--- src/sv/plpd_pkg.sv ---
// shared types, widths and arithmetic steps for the point-to-line projection block
`timescale 1ns / 1ps

package plpd_pkg;

  // coordinate and intermediate widths
  localparam int CW     = 24;            // coordinate width
  localparam int DW     = CW + 1;        // coordinate difference
  localparam int PW     = 2 * DW;        // product / squared length magnitude
  localparam int DOTW   = PW + 1;        // signed dot product
  localparam int HW     = DW;            // low slice of the dot magnitude
  localparam int NW     = PW + DW;       // dividend width
  localparam int QW     = DW;            // quotient bits, one per divider stage
  localparam int CQW    = QW + 1;        // signed projection component
  localparam int RW     = CQW + 1;       // foot sum and residual
  localparam int R2W    = 2 * RW + 1;    // squared residual length
  localparam int SQW    = (R2W + 1) / 2; // root bits, one per root stage
  localparam int SRW    = SQW + 2;       // root partial remainder
  localparam int QDEPTH = 4;             // request queue depth
  localparam int QAW    = 2;             // request queue pointer width

  // back pipeline: pop, multiply, sum, divider, foot/residual, square, sum, root, output
  localparam int BACK_ST = 3 + QW + 3 + SQW + 1;

  // request handed from front to back
  typedef struct packed {
    logic signed [DOTW-1:0] dot;
    logic [PW-1:0]          len2;
    logic signed [DW-1:0]   ax;
    logic signed [DW-1:0]   ay;
    logic signed [DW-1:0]   bx;
    logic signed [DW-1:0]   by;
    logic signed [CW-1:0]   sx;
    logic signed [CW-1:0]   sy;
    logic                   degen;
  } q_item_t;

  // queue status toward the neighbors
  typedef struct packed {
    logic valid;
    logic room;
  } q_stat_t;

  // side data riding along the divider
  typedef struct packed {
    logic [PW-1:0]        len2;
    logic                 negx;
    logic                 negy;
    logic signed [DW-1:0] ax;
    logic signed [DW-1:0] ay;
    logic signed [CW-1:0] sx;
    logic signed [CW-1:0] sy;
    logic                 degen;
  } side_t;

  // side data riding along the root unit
  typedef struct packed {
    logic signed [CW-1:0] foot_x;
    logic signed [CW-1:0] foot_y;
    logic                 degen;
  } late_t;

  // one restoring divider stage
  typedef struct packed {
    logic [PW-1:0] rem;
    logic [QW-1:0] nlo;
    logic [QW-1:0] q;
  } div_t;

  // one restoring square root stage
  typedef struct packed {
    logic [SRW-1:0]   rem;
    logic [SQW-1:0]   root;
    logic [2*SQW-1:0] op;
  } sq_t;

  // shift in one dividend bit, subtract the divisor when it fits
  function automatic div_t div_step(input div_t d, input logic [PW-1:0] den);
    logic [PW:0] sh;
    logic [PW:0] diff;
    logic        ge;
    div_t        r;
    sh    = {d.rem, d.nlo[QW-1]};
    diff  = sh - {1'b0, den};
    ge    = (sh >= {1'b0, den});
    r.rem = ge ? diff[PW-1:0] : sh[PW-1:0];
    r.nlo = d.nlo << 1;
    r.q   = {d.q[QW-2:0], ge};
    return r;
  endfunction

  // bring in two operand bits, settle one root bit
  function automatic sq_t sq_step(input sq_t s);
    logic [SRW+1:0] sh;
    logic [SRW+1:0] trial;
    logic           ge;
    sq_t            r;
    sh     = {s.rem, s.op[2*SQW-1 -: 2]};
    trial  = (SRW + 2)'({s.root, 2'b01});
    ge     = (sh >= trial);
    r.rem  = ge ? SRW'(sh - trial) : SRW'(sh);
    r.root = {s.root[SQW-2:0], ge};
    r.op   = s.op << 2;
    return r;
  endfunction

  // clamp a foot sum to the coordinate range
  function automatic logic signed [CW-1:0] sat_coord(input logic signed [RW-1:0] v);
    logic fits;
    fits = (v[RW-1:CW-1] == '0) || (v[RW-1:CW-1] == '1);
    if (fits) return v[CW-1:0];
    return v[RW-1] ? {1'b1, {(CW-1){1'b0}}} : {1'b0, {(CW-1){1'b1}}};
  endfunction

endpackage

--- src/sv/plpd_queue.sv ---
// short request queue between front and back
`timescale 1ns / 1ps

module plpd_queue (
  input  logic                clk,
  input  logic                rst,
  input  logic                push,
  input  plpd_pkg::q_item_t   push_item,
  input  logic                pop,
  output plpd_pkg::q_item_t   pop_item,
  output plpd_pkg::q_stat_t   qstat
);

  plpd_pkg::q_item_t          mem [plpd_pkg::QDEPTH];
  logic [plpd_pkg::QAW-1:0]   wr, rd;
  logic [plpd_pkg::QAW:0]     cnt;

  assign qstat.valid = (cnt != '0);
  assign qstat.room  = (cnt != (plpd_pkg::QAW + 1)'(plpd_pkg::QDEPTH));
  assign pop_item    = mem[rd];

  // pointers and fill count
  always_ff @(posedge clk) begin
    if (rst) begin
      wr  <= '0;
      rd  <= '0;
      cnt <= '0;
    end else begin
      if (push) wr <= wr + 1'b1;
      if (pop)  rd <= rd + 1'b1;
      cnt <= cnt + (plpd_pkg::QAW + 1)'(push) - (plpd_pkg::QAW + 1)'(pop);
    end
  end

  // storage
  always_ff @(posedge clk) begin
    if (push) mem[wr] <= push_item;
  end

endmodule

--- config.mk ---
export PLATFORM = sky130hd
export DESIGN_NAME = plpd_queue
export DESIGN_NICKNAME = d
export VERILOG_FILES = /design/src/sv/plpd_pkg.sv /design/src/sv/plpd_queue.sv
export SDC_FILE = /design/constraint.sdc
export NUM_CORES = 1
export LEC_CHECK = 0
export BUFFER_PORTS_ARGS = -buffer_cell sky130_fd_sc_hd__buf_2
export CAP_MARGIN = 20
export CELL_PAD_IN_SITES_DETAIL_PLACEMENT = 1
export CELL_PAD_IN_SITES_GLOBAL_PLACEMENT = 2
export CORE_MARGIN = 2
export CORE_UTILIZATION = 41
export CTS_BUF_LIST = sky130_fd_sc_hd__clkbuf_16
export CTS_CLUSTER_SIZE = 14
export DETAILED_ROUTE_END_ITERATION = 16
export PLACE_DENSITY_LB_ADDON = 0.1
export SYNTH_ARGS = -nofsm -noshare
export SYNTH_HDL_FRONTEND = slang
export SYNTH_SLANG_ARGS = --single-unit
--- constraint.sdc ---
create_clock -name clk -period 7.03 [get_ports clk]
set_input_delay 0 -clock clk [delete_from_list [all_inputs] [get_ports clk]]
set_output_delay 0 -clock clk [all_outputs]
set_load 0.02 [all_outputs]
==> metrics <==
outcome finished clean; Core Region 88370 um^2; Remaining Overflow, GRT 0; gr usage total 0.1808; WL per Instance 23.87 um; Placer Congestion 0.7061; fin crit share 0.4686; Final Power 14.03 mW; Detail Route Antenna Nets 0; # IOs 506; Die Ht 302.4 um; vias per cell 5.008; total CTS buffers 108; HP Start push_item[156]; Yosys reg bits 1009; Rel. slew slack 0.3105; area leader, netlist edfxtp_1; VDD IR-drop max 0.2103 mV; syn_nets 1610; Die Width 302.4 um; Synth top area share 0.8224; # DRC 0; Post-Layout Inst Area 46390 um^2; clock tree buffer depth 3; Crit. End Element primary output; Cell Pwr Density 302.5 nW/um^2; clock sink count 1009; Die ar. 91460 um^2; fin util 0.5249; highest clock rate 303.6 MHz; drt total wl 82120 um; Final Hold Vio Count 0; Crit Path Max Fanout 94; worst setup margin 3.736 ns; Tightest Hold Check Type input pin to flip-flop; share of cells above drive strength 1 0.4090; leakage power 15.72 nW; post-CTS setup buffers 0; nets@finish 2442; vias in the first global route 18.94k; Post-Place Setup Slack 4.282 ns; Mapped Cells 1349; Setup Viol. Count Final 0; Worst Max-Slew Pin Slew 1.034 ns; largest net degree at the start of global routing 129; post-CTS sizing 0; Clk Latency, worst-skew pair 0.68 ns; fill count 7805; Finished Layout Cells 3440; Cell Area, Placed 40350 um^2; sequential fraction of the synthesis area 0.8274; commonest non-fill, non-tap cell in the layout edfxtp_1; footprint of the multi-input gates 5876 um^2; initial DRC count 1016; htree depth 3; commonest cells after routing, fill and taps aside edfxtp_1, buf_2, dlygate4sd3_1; TritonRoute pass-1 iters 5; Netlist cell types 20; IO Port Bufs 505; Worst R2R Start wr[1]$_SDFFE_PP0P_; min Tclk post-route 3.294 ns; placed cell count 2981; clock root cell clkbuf_16; RSZ-0062 raised after global routing false; hold slack 0.06194 ns; HPWL Detailed 48560 um; Cell Area, Synth 36510 um^2; max-slew violations 0; CP arrival 3.29 ns; Initial Util 0.4132; Worst Clk Skew 0.02013 ns; via count 17.23k; register area 30220 um^2; Max-Cap Viols 0; Syn-to-layout area delta 27.04%; # rows 109; synth warn 0; Reg clk slew, reported paths 0.06 ns; top cells by area, synth edfxtp_1, mux4_2, buf_6; Worst EP required 7.03 ns; antenna violations before repair 14; Avg Cell Area, Syn 27.07 um^2; setup TNS 0 ns; CTS Hold Buffers Added 255; CTS tree yes; Setup CP Type flip-flop to primary output; Startpoint Class flip-flop; first-pass GRT wire length 121900 um
## sequential cells by signal (all words and copies together), names as in the netlist, named ones only
| name | count |
|---|---|
| cnt | 3 |
| wr | 2 |
| mem | 1000 |
| rd | 2 |
## cell usage after synthesis
| cell | instances |
|---|---|
| dfxtp_1 | 9 |
| a21oi_1 | 1 |
| fa_1 | 1 |
| xnor2_1 | 2 |
| clkbuf_1 | 8 |
| nand3b_1 | 1 |
| xnor3_1 | 1 |
| nor2b_1 | 1 |
| buf_2 | 26 |
| a21bo_2 | 1 |
| and2_1 | 4 |
| mux2i_1 | 1 |
| inv_1 | 5 |
| edfxtp_1 | 1000 |
| mux4_2 | 250 |
| nor2_1 | 7 |
| ha_1 | 6 |
| nand2_1 | 1 |
| or3_1 | 1 |
| buf_6 | 23 |
## per-layer routing
layer,vias to the layer above,share of wire,global-route usage
met5,-,0.0012,0
met4,16,0.020,0.05606
met3,113,0.067,0.05156
met2,445,0.51,0.3004
met1,9093,0.40,0.2320
li1,7562,-,-
## final cells by class
type,instances,share of cell area
Sequential cell,1009,0.6514
Multi-Input combinational cell,278,0.1267
Timing Repair Buffer,779,0.1149
Clock buffer,108,0.05826
Tap cell,1165,0.03142
Clock inverter,90,0.01659
Inverter,5,0.0004046
Antenna cell,6,0.0003237
## report_power, final
part / switching [mW] / internal [mW]
sequential: 0.0732 / 6.92
combinational: 0.904 / 0.640
clock: 2.27 / 3.22
total: 3.25 / 10.8
## path summary, 6_finish.rpt
check,slack [ns],cells after the start,endpoint
worst max-delay path,3.74,4,pop_item[92]
worst min-delay path,0.06,2,mem[1][156]$_DFFE_PP_
worst max register to register,4.48,4,mem[1][123]$_DFFE_PP_
worst min register to register,0.54,2,flip-flop
## cells by family after synthesis
kind of cell,share of synthesized area
flops,0.8274
mux,0.1545
compound gates,0.0004111
fa+ha+maj,0.002604
buf+inv,0.01199
simple gates,0.002056
xor+xnor,0.001097
## critical path, cell delays in order (launching register included)
cell and delay, ns:
dfxtp_4 0.71, buf_16 0.29, buf_12 0.53, mux4_2 0.64, buf_2 0.19
Power figures use the tool's default switching activity.
